--- config.mk ---
export PLATFORM = sky130hd
export DESIGN_NAME = lprt_out_fifo
export DESIGN_NICKNAME = d
export VERILOG_FILES = /design/src/hw/rtl/lprt_pkg.sv /design/src/hw/rtl/lprt_out_fifo.sv
export SDC_FILE = /design/constraint.sdc
export NUM_CORES = 1
export LEC_CHECK = 0
export ABC_AREA = 1
export ABC_CLOCK_PERIOD_IN_PS = 7200
export BUFFER_PORTS_ARGS = -buffer_cell sky130_fd_sc_hd__buf_2
export CORE_ASPECT_RATIO = 0.8
export CORE_UTILIZATION = 47
export DETAILED_ROUTE_END_ITERATION = 6
export PLACE_DENSITY = 0.76
export SETUP_SLACK_MARGIN = 0.3
export SLEW_MARGIN = 20
export SYNTH_ARGS = -nofsm -noshare
export SYNTH_HDL_FRONTEND = slang
export SYNTH_SLANG_ARGS = --single-unit
export TNS_END_PERCENT = 50
--- constraint.sdc ---
create_clock -name clk -period 7.2 [get_ports clk]
set_input_delay 1.44 -clock clk [delete_from_list [all_inputs] [get_ports clk]]
set_output_delay 1.44 -clock clk [all_outputs]
set_load 0.03 [all_outputs]
--- src/hw/rtl/lprt_pkg.sv ---
package lprt_pkg;

  localparam int CORDIC_STEPS_DEF = 16;
  localparam int MAX_LINES_DEF    = 64;

  localparam int COORD_W  = 24;
  localparam int INTEN_W  = 16;
  localparam int REFL_W   = 8;
  localparam int RING_W   = 6;
  localparam int PERIOD_W = 30;
  localparam int SL_W     = 7;
  localparam int ANG_W    = 16;

  // CORDIC datapath: 8 guard bits on coordinates, 2^32 accumulator units per turn
  localparam int GUARD    = 8;
  localparam int CW       = 36;
  localparam int AW       = 35;
  localparam int ANG_LSB  = 16;
  localparam logic signed [AW-1:0] ANG_QUARTER = AW'(1073741824);
  localparam logic signed [AW-1:0] ANG_ROUND   = AW'(32768);

  // Radius square root
  localparam int SQ_W      = 2*COORD_W - 1;
  localparam int RAD_SHIFT = 16;
  localparam int RAD_W     = 64;
  localparam int ROOT_W    = 32;

  // Configuration port
  localparam int ADDR_W = 4;
  localparam int DATA_W = 32;
  localparam logic [1:0] REG_SCAN_LINES   = 2'd0;
  localparam logic [1:0] REG_ELEV_MIN     = 2'd1;
  localparam logic [1:0] REG_ELEV_MAX     = 2'd2;
  localparam logic [1:0] REG_FRAME_PERIOD = 2'd3;

  localparam logic [SL_W-1:0]            RST_SCAN_LINES   = SL_W'(16);
  localparam logic signed [ANG_W-1:0]    RST_ELEV_MIN     = -ANG_W'(1274);
  localparam logic signed [ANG_W-1:0]    RST_ELEV_MAX     = ANG_W'(9466);
  localparam logic [PERIOD_W-1:0]        RST_FRAME_PERIOD = PERIOD_W'(100000000);

  typedef struct packed {
    logic signed [COORD_W-1:0] x_out;
    logic signed [COORD_W-1:0] y_out;
    logic signed [COORD_W-1:0] z_out;
    logic [REFL_W-1:0]         reflectivity;
    logic [RING_W-1:0]         ring_line;
    logic [PERIOD_W-1:0]       time_ofs;
    logic                      last_out;
  } res_t;

  // atan(2^-i) in units of 2^31/pi, rounded to nearest
  function automatic logic signed [AW-1:0] atan_val(input int idx);
    logic signed [AW-1:0] r;
    case (idx)
      0:  r = AW'(536870912);
      1:  r = AW'(316933406);
      2:  r = AW'(167458907);
      3:  r = AW'(85004756);
      4:  r = AW'(42667331);
      5:  r = AW'(21354465);
      6:  r = AW'(10679838);
      7:  r = AW'(5340245);
      8:  r = AW'(2670163);
      9:  r = AW'(1335087);
      10: r = AW'(667544);
      11: r = AW'(333772);
      12: r = AW'(166886);
      13: r = AW'(83443);
      14: r = AW'(41722);
      15: r = AW'(20861);
      16: r = AW'(10430);
      17: r = AW'(5215);
      18: r = AW'(2608);
      19: r = AW'(1304);
      20: r = AW'(652);
      21: r = AW'(326);
      22: r = AW'(163);
      23: r = AW'(81);
      default: r = '0;
    endcase
    return r;
  endfunction

endpackage

--- src/hw/rtl/lprt_out_fifo.sv ---
module lprt_out_fifo import lprt_pkg::*; (
  input  logic clk,
  input  logic rst,
  input  logic push,
  input  res_t din,
  input  logic ready,
  output logic dvalid,
  output res_t dout,
  output logic full
);

  res_t       mem [0:1];
  logic       wp;
  logic       rp;
  logic [1:0] cnt;
  logic       pop;

  assign dvalid = cnt != 2'd0;
  assign pop    = dvalid && ready;
  assign full   = cnt[1];
  assign dout   = mem[rp];

  always_ff @(posedge clk) begin
    if (rst) begin
      wp  <= 1'b0;
      rp  <= 1'b0;
      cnt <= 2'd0;
    end else begin
      if (push) wp <= ~wp;
      if (pop) rp <= ~rp;
      cnt <= cnt + 2'(push) - 2'(pop);
    end
  end

  always_ff @(posedge clk) begin
    if (push) begin
      mem[wp] <= din;
    end
  end

endmodule

# Word level (Yosys, flattened, before mapping)
# Memories as Yosys holds them, arrays and structs flattened. A register that Yosys moved wholly into a read port is not among the register bits.
# Cells that the tools add are included.
[classes]
multipliers = 0
muxes = 4
eq_ne = 0
div_mod_pow = 0
shift = 0
bitwise_logic = 2
magnitude_cmp = 0
reduce_logical = 2
addsub = 2
[ops]
columns = ["op", "n"]
rows = [
  ["two-way mux 1 bit", 4],
  ["adder 2 x 1 -> 2 bit", 1],
  ["NOT 1 bit", 2],
  ["nonzero test 2 bit", 1],
  ["subtractor 2 x 1 -> 2 bit", 1],
  ["logical AND 1 bit", 1],
]
[totals]
latch_bits = 0
inputBits = 121
mem_bits_rw = 234
out_inout_bits = 119
register_bits = 4
n_memories = 1
wordCells = 14
mem_bits_ro = 0
[mem_list]
columns = ["name", "depth", "word_bits", "read_ports", "rd_ports_with_merged_regs", "wr", "line", "source"]
rows = [
  ["mem", 2, 117, 1, 1, 1, "lprt_out_fifo.sv:12", "res_t mem [0:1];"],
]

# Depth between registers and ports, before layout
[depth]
ltp_word = 4
ltp_mapped = 10
depth_no_buf = 10

# Least setup slack after synthesis
# OpenSTA, ideal clock, no wires.
[synth_path]
kind = "input to register"
start = "input port push"
end = "memory mem[0][0] in the netlist's numbering, enable pin"
setup_ps = 597
required_time_ps = 6603
t_arrival_ps = 6375
n_path_buf = 0
path_stages = 2
path_slack_ps = 228
cell_sequence = "inv_1 nor2_1"
[synth_via]
elab_chain_cells = 2
[synth_rtl]
columns = ["item", "line", "source"]
rows = [
  ["start: declaration", "lprt_out_fifo.sv:4", "input logic push,"],
  ["two-way mux 1 bit", "lprt_out_fifo.sv:36", "if (push) begin"],
  ["two-way mux 1 bit (not written as such)", "lprt_out_fifo.sv:37", "mem[wp] <= din;"],
  ["end: declaration", "lprt_out_fifo.sv:12", ""],
]
# Every way passes these cells.

==> summary.md <==
| Metric | Value |
|---|---|
| Status | `finished clean` |
| Int Power | `approximately 2.7 mW` |
| CP startpoint kind | `flip-flop` |
| Worst r2r src | `wp$_SDFFE_PP0P_` |
| CP Class | `flip-flop to output pin` |
| Initial core utilization | `about half` |
| Count of cell types in the netlist | `13` |
| Worst path required time | `~5800 ps` |
| Resize count post-CTS | `0` |
| Vias in the first global route | `between 4,000 and 5,000` |
| H-Tree Depth | `1` |
| Number of synthesized register bits | `approximately 240` |
| DRT antenna net count | `0` |
| Switching Fraction | `~28%` |
| Via count | `4,496` |
| CP Capture Type | `output pin` |
| Sequential power share | `45.0%` |
| GRT Total Usage | `between 10% and 20%` |
| Die ar. | `19,300 um^2` |
| Leak | `about 4.2 nW` |
| Core area | `about 18,000 um^2` |
| Logic gate share of total power | `a little over a fifth` |
| CP max FO | `73` |
| YS warnings | `0` |
| RSZ-0062 raised after global routing | `no` |
| Worst vdd ir | `about 0.0004 V` |
| Die Height | `about 120 um` |
| Fill cells | `~1,300` |
| Largest buffer count on any clock path | `3` |
| Skew final | `9.48 ps` |
| Largest stage delay, worst path | `~990 ps` |
| Final Hold Fails | `0` |
| Gate Count Post-Synth | `about 400` |
| Synth Area per Inst | `about 22 um^2` |
| Worst-Margin Slew | `969 ps` |
| Final WL | `~16 mm` |
| TritonCTS buffer count | `24` |
| Max-Cap Viols | `0` |
| Die W | `roughly 150 um` |
| Largest net degree at the start of global routing | `between 70 and 80` |
| 1st-iter DRT viols | `around 260` |
| CP Cell Sequence | `buf_4, mux2_2, buf_2` |
| Number of port buffers | `239` |
| Period utilisation layout | `between 50% and 60%` |
| Worst hold start | `rp$_SDFFE_PP0P_` |
| Hold WC Path Type | `flip-flop to flip-flop` |
| Clk Latency, worst-skew pair | `500 ps` |
| Routed WL per cell | `between 15 and 20 um` |
| Hold WS | `around 520 ps` |
| First-pass GRT wire length | `24.4 mm` |
| Post-Syn Area | `8790 um^2` |
| Post-CTS setup buffer count | `0` |
| Number of antenna violations at the first check in global routing | `2` |
| Vias per cell | `roughly 4.9` |
| NetSw | `1.04 mW` |
| Final net count | `778` |
| Hpwl dp | `roughly 11 mm` |
| Iteration count of the initial detailed-routing pass | `4` |
| Synth Net Count | `522` |
| Final TNS setup | `0 ps` |
| Io pins | `240` |
| Clk sinks | `between 200 and 250` |
| CTS tree | `done` |
| Crit-path slowest cell | `dfxtp_4` |
| Clock share of power | `between 30% and 40%` |
| Slew headroom | `between 30% and 40%` |
| Root Driver | `clkbuf_16` |
| Std cell rows | `44` |
| Pins Over Slew Limit | `0` |
| GP Congestion | `between 0.7 and 0.8` |
| Hold bufs inserted after CTS | `0` |
| Fmax | `232 MHz` |
| Min cycle time layout | `approximately 4300 ps` |
| Seq/Total Area, Yosys | `between 80% and 90%` |
| CP arrival | `roughly 2900 ps` |
| Setup violations, final | `0` |
| Gr ovfl total | `0` |
| Clk slew on worst S/H paths | `60 ps` |
| DRC viols | `0` |
| Flop2flop setup slack | `about 5000 ps` |
| Layout cells sized above 1 | `approximately three fifths` |
| Cell area power density | `between 300 and 400 nW/um^2` |
| Synth-to-Final Area Change | `25.9%` |
cell families (layout without fill, tap and decap cells):
group / count (synthesis) / count (layout) / synth area share [%]
AOI/OAI and AO/OA: 1 / 1 / 0.0569
DFF: 239 / 239 / 81.1
other: 0 / 1 / 0
muxes: 117 / 117 / 16.3
adders and majority gates: 2 / 2 / 0.285
buffers and inverters: 22 / 296 / 1.48
and+or+nand+nor: 18 / 18 / 0.811
layout make-up:
class,count,area [um^2],share of cell area [%]
clock inverters,10,126,1.14
repair buffers,243,1230,11.1
clock buffers,34,689,6.23
well taps,253,317,2.86
multi-input cells,138,1540,13.9
diodes,1,2.50,0.0226
flip-flops and latches,239,7130,64.4
inverters,9,36.3,0.328
worst max-delay path: cells and delay by family, from the launching register on:
kind,cells,cell delay [ps]
flip-flops,1,990
buffers and inverters,2,900
multiplexers,1,420
sequential cells by signal, indices dropped and copies added, names as in the netlist, named ones only:
name and flops:
mem 234, wp 1, rp 1, cnt 2
placed cells by master, fill, tap and decap left out, types with 3 or more instances in the layout:
master and n:
buf_2 239, edfxtp_1 234, mux2_2 87, mux2_4 30, clkbuf_16 25, inv_1 8, nor2_1 8, nand2_1 6
clkbuf_1 6, dfxtp_1 4, buf_4 4, clkinv_1 3, bufinv_16 3, clkbuf_8 3
per-layer routing:
metal / share of wire, % / routed length [um] / track usage, %
met1: 42 / 6750 / 20.8
met2: 47 / 7600 / 27.1
met3: 8.1 / 1300 / 5.32
met4: 2.1 / 341 / 4.25
met5: 0.081 / 13 / 0
synthesized netlist by cell type:
master	count	area [um^2]
buf_6	5	56.3
buf_2	8	40.0
nor3_1	1	5.00
dfxtp_1	5	100
nand3_1	2	10.0
ha_1	2	25.0
edfxtp_1	234	7030
mux2_2	87	980
nand2_1	6	22.5
a21oi_1	1	5.00
mux2_4	30	450
nor2_1	9	33.8
inv_1	9	33.8
worst paths after layout:
kind                                to  depth (start not counted)
setup / recovery               dout[2]                          3
hold / removal         rp$_SDFFE_PP0P_                          2
setup reg to reg  mem[1][73]$_DFFE_PP_                          3
hold reg to reg        rp$_SDFFE_PP0P_                          2
metrics by stage:
step	cells	utilization (%)	setup slack [ps]	area (um^2)	total power, mW
floorplan	399	-	2270	8790	2.31
global placement	882	56.2	3430	10200	2.50
detailed placement	882	56.2	3380	10200	2.52
CTS	926	60.7	2840	11100	3.78
global route	926	60.7	2710	11100	3.88
finish	927	60.7	2890	11100	3.74
power groups by stage:
stage | Sequential [mW] | Combinational (mW) | Clock (mW)
finish | 1.69 | 0.806 | 1.25
global route | 1.70 | 0.847 | 1.33
CTS | 1.69 | 0.811 | 1.28
detailed placement | 1.72 | 0.807 | 0
global placement | 1.71 | 0.792 | 0
floorplan | 1.67 | 0.641 | 0
Note: power is estimated with default switching activity, not from simulation.
