File: src/hw/rtl/lprt_pkg.sv
package lprt_pkg;

  localparam int CORDIC_STEPS_DEF = 16;
  localparam int MAX_LINES_DEF    = 64;

  localparam int COORD_W  = 24;
  localparam int INTEN_W  = 16;
  localparam int REFL_W   = 8;
  localparam int RING_W   = 6;
  localparam int PERIOD_W = 30;
  localparam int SL_W     = 7;
  localparam int ANG_W    = 16;

  // CORDIC datapath: 8 guard bits on coordinates, 2^32 accumulator units per turn
  localparam int GUARD    = 8;
  localparam int CW       = 36;
  localparam int AW       = 35;
  localparam int ANG_LSB  = 16;
  localparam logic signed [AW-1:0] ANG_QUARTER = AW'(1073741824);
  localparam logic signed [AW-1:0] ANG_ROUND   = AW'(32768);

  // Radius square root
  localparam int SQ_W      = 2*COORD_W - 1;
  localparam int RAD_SHIFT = 16;
  localparam int RAD_W     = 64;
  localparam int ROOT_W    = 32;

  // Configuration port
  localparam int ADDR_W = 4;
  localparam int DATA_W = 32;
  localparam logic [1:0] REG_SCAN_LINES   = 2'd0;
  localparam logic [1:0] REG_ELEV_MIN     = 2'd1;
  localparam logic [1:0] REG_ELEV_MAX     = 2'd2;
  localparam logic [1:0] REG_FRAME_PERIOD = 2'd3;

  localparam logic [SL_W-1:0]            RST_SCAN_LINES   = SL_W'(16);
  localparam logic signed [ANG_W-1:0]    RST_ELEV_MIN     = -ANG_W'(1274);
  localparam logic signed [ANG_W-1:0]    RST_ELEV_MAX     = ANG_W'(9466);
  localparam logic [PERIOD_W-1:0]        RST_FRAME_PERIOD = PERIOD_W'(100000000);

  typedef struct packed {
    logic signed [COORD_W-1:0] x_out;
    logic signed [COORD_W-1:0] y_out;
    logic signed [COORD_W-1:0] z_out;
    logic [REFL_W-1:0]         reflectivity;
    logic [RING_W-1:0]         ring_line;
    logic [PERIOD_W-1:0]       time_ofs;
    logic                      last_out;
  } res_t;

  // atan(2^-i) in units of 2^31/pi, rounded to nearest
  function automatic logic signed [AW-1:0] atan_val(input int idx);
    logic signed [AW-1:0] r;
    case (idx)
      0:  r = AW'(536870912);
      1:  r = AW'(316933406);
      2:  r = AW'(167458907);
      3:  r = AW'(85004756);
      4:  r = AW'(42667331);
      5:  r = AW'(21354465);
      6:  r = AW'(10679838);
      7:  r = AW'(5340245);
      8:  r = AW'(2670163);
      9:  r = AW'(1335087);
      10: r = AW'(667544);
      11: r = AW'(333772);
      12: r = AW'(166886);
      13: r = AW'(83443);
      14: r = AW'(41722);
      15: r = AW'(20861);
      16: r = AW'(10430);
      17: r = AW'(5215);
      18: r = AW'(2608);
      19: r = AW'(1304);
      20: r = AW'(652);
      21: r = AW'(326);
      22: r = AW'(163);
      23: r = AW'(81);
      default: r = '0;
    endcase
    return r;
  endfunction

endpackage

File: src/hw/rtl/lprt_bin_div.sv
module lprt_bin_div import lprt_pkg::*; #(
  parameter int LW = 7,
  parameter int TW = 1
) (
  input  logic                  clk,
  input  logic                  rst,
  input  logic                  en,
  input  logic                  v_in,
  input  logic [ANG_W+LW-1:0]   num,
  input  logic [ANG_W-1:0]      span,
  input  logic [LW-1:0]         lines,
  input  logic [TW-1:0]         tag_in,
  output logic                  v_out,
  output logic [LW-1:0]         bin_out,
  output logic [TW-1:0]         tag_out
);

  localparam int NW = ANG_W + LW;

  logic [NW-1:0] rem [0:LW-1];
  logic [LW-1:0] q   [0:LW];
  logic          ovf [0:LW];
  logic [TW-1:0] tg  [0:LW];
  logic          v   [0:LW];
  logic [LW-1:0] lim;

  // Quotient beyond LW bits always clamps, so flag it up front
  always_ff @(posedge clk) begin
    if (rst) begin
      v[0] <= 1'b0;
    end else if (en) begin
      v[0] <= v_in;
    end
  end

  always_ff @(posedge clk) begin
    if (en) begin
      rem[0] <= num;
      q[0]   <= '0;
      ovf[0] <= num >= {span, {LW{1'b0}}};
      tg[0]  <= tag_in;
    end
  end

  for (genvar j = 0; j < LW; j++) begin : g_st
    logic [NW-1:0] cmp;
    logic          take;

    assign cmp  = NW'(span) << (LW - 1 - j);
    assign take = rem[j] >= cmp;

    always_ff @(posedge clk) begin
      if (rst) begin
        v[j+1] <= 1'b0;
      end else if (en) begin
        v[j+1] <= v[j];
      end
    end

    always_ff @(posedge clk) begin
      if (en) begin
        q[j+1]   <= LW'({q[j], take});
        ovf[j+1] <= ovf[j];
        tg[j+1]  <= tg[j];
      end
    end

    if (j < LW - 1) begin : g_rem
      always_ff @(posedge clk) begin
        if (en) begin
          rem[j+1] <= take ? rem[j] - cmp : rem[j];
        end
      end
    end
  end

  assign lim = lines - LW'(1);

  always_ff @(posedge clk) begin
    if (rst) begin
      v_out <= 1'b0;
    end else if (en) begin
      v_out <= v[LW];
    end
  end

  always_ff @(posedge clk) begin
    if (en) begin
      bin_out <= (ovf[LW] || (q[LW] > lim)) ? lim : q[LW];
      tag_out <= tg[LW];
    end
  end

endmodule

File: config.mk
export PLATFORM = sky130hd
export DESIGN_NAME = lprt_bin_div
export DESIGN_NICKNAME = d
export VERILOG_FILES = /design/src/hw/rtl/lprt_pkg.sv /design/src/hw/rtl/lprt_bin_div.sv
export SDC_FILE = /design/constraint.sdc
export NUM_CORES = 1
export LEC_CHECK = 0
export BUFFER_PORTS_ARGS = -buffer_cell sky130_fd_sc_hd__buf_4
export CORE_MARGIN = 1.5
export CORE_UTILIZATION = 55
export DETAILED_ROUTE_END_ITERATION = 10
export PLACE_DENSITY_LB_ADDON = 0.25
export SLEW_MARGIN = 25
export SYNTH_ARGS = -nofsm -noshare
export SYNTH_HDL_FRONTEND = slang
export SYNTH_SLANG_ARGS = --single-unit
File: constraint.sdc
create_clock -name clk -period 5.45 [get_ports clk]
set_clock_uncertainty 0.1 [all_clocks]
set_input_delay 0 -clock clk [delete_from_list [all_inputs] [get_ports clk]]
set_output_delay 0 -clock clk [all_outputs]
set_load 0.005 [all_outputs]
### After elaboration in Yosys (flattened, before gate mapping)

Memories as Yosys holds them, arrays and structs flattened. A register that Yosys moved wholly into a read port is not among the register bits.
Index checks and enable logic that the tools add are counted.

| cells by class | value |
|---|---|
| $add $sub $neg | 7 |
| $mul | 0 |
| div/mod/pow operators | 0 |
| magnitude comparators | 9 |
| equality and inequality tests | 0 |
| shifts and indexed selects | 0 |
| muxes and demuxes | 21 |
| bitwise operators | 8 |
| reductions and logical operators | 1 |

Operators with widths:

| kind | number |
|---|---|
| 23-bit two-way mux | 6 |
| 23-bit by 16-bit greater-or-equal comparator with 1-bit output | 1 |
| 23-bit by 17-bit greater-or-equal comparator with 1-bit output | 1 |
| 23-bit by 18-bit greater-or-equal comparator with 1-bit output | 1 |
| 23-bit by 19-bit greater-or-equal comparator with 1-bit output | 1 |
| 23-bit by 20-bit greater-or-equal comparator with 1-bit output | 1 |
| 23-bit by 21-bit greater-or-equal comparator with 1-bit output | 1 |
| 23-bit by 22-bit greater-or-equal comparator with 1-bit output | 1 |
| 23-bit greater-or-equal comparator | 1 |
| 23-bit by 17-bit subtractor with 23-bit output | 1 |
| 23-bit by 18-bit subtractor with 23-bit output | 1 |
| 23-bit by 19-bit subtractor with 23-bit output | 1 |
| 23-bit by 20-bit subtractor with 23-bit output | 1 |
| 23-bit by 21-bit subtractor with 23-bit output | 1 |
| 23-bit by 22-bit subtractor with 23-bit output | 1 |
| 1-bit two-way mux | 14 |
| 1-bit bitwise OR | 8 |
| 7-bit > comparator | 1 |
| 7-bit two-way mux | 1 |
| 7-bit by 1-bit subtractor with 7-bit output, second input constant | 1 |
| 1-bit logical OR | 1 |

| storage, ports and cells | value |
|---|---|
| register bits after elaboration | 7 |
| latch bits | 0 |
| RAM bits | 241 |
| bits in read-only memories | 0 |
| input port bits | 51 |
| output and inout port bits | 9 |
| memories | 5 |

Memory list:

| name | words | bits a word | read ports | clocked after memory_dff | write ports | RTL line | source |
|---|---|---|---|---|---|---|---|
| rem | 7 | 23 | 7 | 0 | 7 | lprt_bin_div.sv:20 | `logic [NW-1:0] rem [0:LW-1];` |
| q | 8 | 7 | 8 | 0 | 8 | lprt_bin_div.sv:21 | `logic [LW-1:0] q [0:LW];` |
| ovf | 8 | 1 | 8 | 0 | 8 | lprt_bin_div.sv:22 | `logic ovf [0:LW];` |
| tg | 8 | 1 | 8 | 1 | 8 | lprt_bin_div.sv:23 | `logic [TW-1:0] tg [0:LW];` |
| v | 8 | 1 | 8 | 1 | 8 | lprt_bin_div.sv:24 | `logic v [0:LW];` |

### Logic depth before layout (Yosys ltp)

| depth | value |
|---|---|
| word-level depth | 4 |
| mapped depth | 13 |
| mapped depth without buffers | 12 |

### Least setup slack after synthesis

Ideal clock, no wire load.

| timing | value |
|---|---|
| path type | reg-to-reg |
| start | memory rem[3][3] in the netlist's numbering |
| end | memory rem[4][11] in the netlist's numbering, data pin |
| library setup time | 0.260 ns |
| data arrival time | 2.542 ns |
| slack | 2.548 ns |
| stages on the path, launching flop included | 14 |
| path buffers | 1 |
| clock period less this slack | 2.902 ns |
| cells stage by stage | edfxtp_1 > inv_1 > ha_1 > inv_1 > fa_1 > a211oi_1 > o21ai_1 > a41oi_2 > o21bai_1 > a21boi_2 > inv_2 > buf_2 > nor2_1 > a21oi_1 |

RTL lines:

| what | RTL line |
|---|---|
| start: declaration | lprt_bin_div.sv:20 |

==> flow_summary.yaml <==
die:
  die_h_um: 163
  io_pins: 60
  num_rows: 58
  die_area_um2: 26700
  dieWidth_um: 163
  core-area_um2: 25300
  start_util: 0.561
timing:
  rsz0062_at_grt: "false"
  setup-tns-final_ps: 0
  finalMaxSlewViolations: 0
  timing.slew.headroom: 0.377
  finalSetupViolCount: 0
  period_share: 0.624
  finalHoldViolCount: 0
  finalCriticalPeriod_ps: 3400
  hold_slack_ps: 86.7
  fmax_mhz: 294
  tightest_slew_ps: 934
job:
  max_cap_violations: 0
routing:
  drtIter0Drc: 640
  wl_per_cell_um: 16.9
  drc_errors: 0
  drt-total-wl_mm: 29.7
  firstDrtPassIters: 6
  vias: 10394
  viasPerCell: 5.93
  postRouteAntennaNets: 0
synthesis:
  yosysSeqAreaShare: 0.470
  synth_top_area_share: 0.469
  syn-instance-count: 1302
  ys_async_sr_fraction: 0
  yosys_warnings: 0
  synth.avg_cell_area_um2: 10.9
  synth_top_area_cell: "edfxtp_1"
  yosysMostFrequentCell: "edfxtp_1"
  synth_area_um2: 14200
  synth_cell_types: 78
  synth_common_cells: "221 x edfxtp_1, 136 x a21oi_1, 136 x ha_1"
  synth_flop_cell: "edfxtp_1"
  synth_fp_nets: 1495
  synth_edf_count: 221
  synth_area_leaders: "edfxtp_1 47%, ha_1 12%, a21oi_1 4.8%"
  ys_ff_latch: 222
layout:
  multi_input_area_um2: 7150
  seqCellArea_um2: 6660
  n_antenna_cell: 0
  drive_above_1_share: 0.0969
  fin_nets: 1599
  nFillCells: 1991
  syn2layout_area_growth_pct: 13.6
power_and_ir_drop:
  clockPowerShare: 0.227
  swShare: 0.341
  p_comb_frac: 0.388
  irDropWorstVdd_v: 0.000334
  power_frac_seq: 0.385
  switching_power_uw: 2360
  p_int_uw: 4550
  power.leakage_uw: 0.00635
  power.density_nw_per_um2: 430
place:
  dpl.hpwl_mm: 21.6
  portBuffers: 59
  gp_congestion: 0.901
global_routing:
  grt_pass1_wl_mm: 48.1
  antenna_found_initial: 0
  overflow: 0
  grt.total_usage: 0.225
  grt_pass1_vias: 10248
  grt_max_degree: 120
clock_tree:
  root_buffer: "clkbuf_16"
  clock_path_buffers: 3
  htreeDepth: 1
  cts_tree: "built"
  insertion_delay_ps: 540
  cts.clk_slew.worst_paths_ps: 60
  clock_sink_count: 222
  cts_buffers: 25
min_path:
  hp-class: "in2reg"
worst_setup_path:
  start_kind: "flop"
  worstSetupEndpointType: "flop"
  worstPathMaxFanout: 27
  worstSetupPathType: "reg2reg"
  critPathRequiredTime_ps: 5640
  arrival_ps: 3590
run_status:
  status: "completed"
## sequential cells by signal, indices dropped and copies added, names as in the netlist
register,cells
ovf,8
v,8
tg,8
rem,161
tag_out,1
q,28
bin_out,7
v_out,1
## placed cells by master, fill, tap and decap left out, types with 12 or more instances in the layout
cell type / instances
ha_1: 136
o21a_1: 16
a21o_1: 40
o21ai_0: 74
xnor2_1: 52
nand3_1: 22
clkbuf_16: 25
dlygate4sd3_1: 38
nor2_1: 110
a21oi_1: 136
buf_4: 63
nand2b_1: 17
nor3_1: 24
edfxtp_1: 221
nand4_1: 15
inv_1: 59
a211oi_1: 13
xor2_1: 38
nor2b_1: 22
nand2_1: 67
a31oi_1: 12
mux2_2: 21
## path summary, 6_finish.rpt
kind                   from         to  slack [ps]  cells past startpoint
setup / recovery  rem[3][3]  rem[4][6]        2050                     11
hold / removal       tag_in      tg[0]          90                      2
hold reg to reg     q[5][2]    q[6][3]         320                      0
setup reg to reg  rem[3][3]  rem[4][6]        2050                     11
## cell type report
type | instances | area share
sequential | 222 | 0.414
inverter | 61 | 0.0142
clock buffer | 32 | 0.0405
timing repair buffer | 102 | 0.0539
tap | 330 | 0.0257
clock inverter | 13 | 0.00669
multi-input combinational | 994 | 0.445
## timing repair
item / in CTS / in global routing
setup buffers: 0 / 0
hold buffers: 38 / 0
resized for setup: 0 / 0
hold endpoints to repair: 59 / 0
## critical path: stages (launching register included)
cell and delay, ps:
edfxtp_1 380, inv_1 70, ha_1 170, inv_1 60, fa_1 410, a211oi_1 350
o21ai_1 170, a41oi_2 300, o21bai_1 160, a21boi_2 370, inv_2 280, mux2_2 330
## layer usage
metal	routed length, um	global-route usage
met5	0	0
met4	767	0.0751
met3	1180	0.0272
met2	15200	0.418
met1	12500	0.266
## per-stage QoR
step	power, uW	util	setup slack, ps	cell area (um2)	instances
after global routing	7370	0.637	1700	16100	1754
after global placement	5240	0.591	2130	14900	1671
after detailed placement	5300	0.591	2090	14900	1671
after floorplan	4720	-	2550	14200	1302
final	6920	0.637	2050	16100	1754
after CTS	6920	0.636	2050	16100	1754
## power by group through the flow
| stage | combinational (uW) | sequential (uW) | clock [uW] |
|---|---|---|---|
| global placement | 2550 | 2680 | 0 |
| floorplan | 2110 | 2610 | 0 |
| finish | 2680 | 2660 | 1570 |
| CTS | 2660 | 2650 | 1610 |
| detailed placement | 2610 | 2690 | 0 |
| global route | 3000 | 2700 | 1670 |
## logic make-up (layout without fill, tap and decap cells)
logic type,Yosys count,count (layout),synth area share
buf+inv,86,208,0.0253
flops,222,222,0.470
mux,32,32,0.0246
compound gates,379,379,0.171
fa+ha+maj,142,142,0.129
simple gates,351,351,0.125
xor+xnor,90,90,0.0557
No activity file was read; power rests on OpenSTA's default activity.
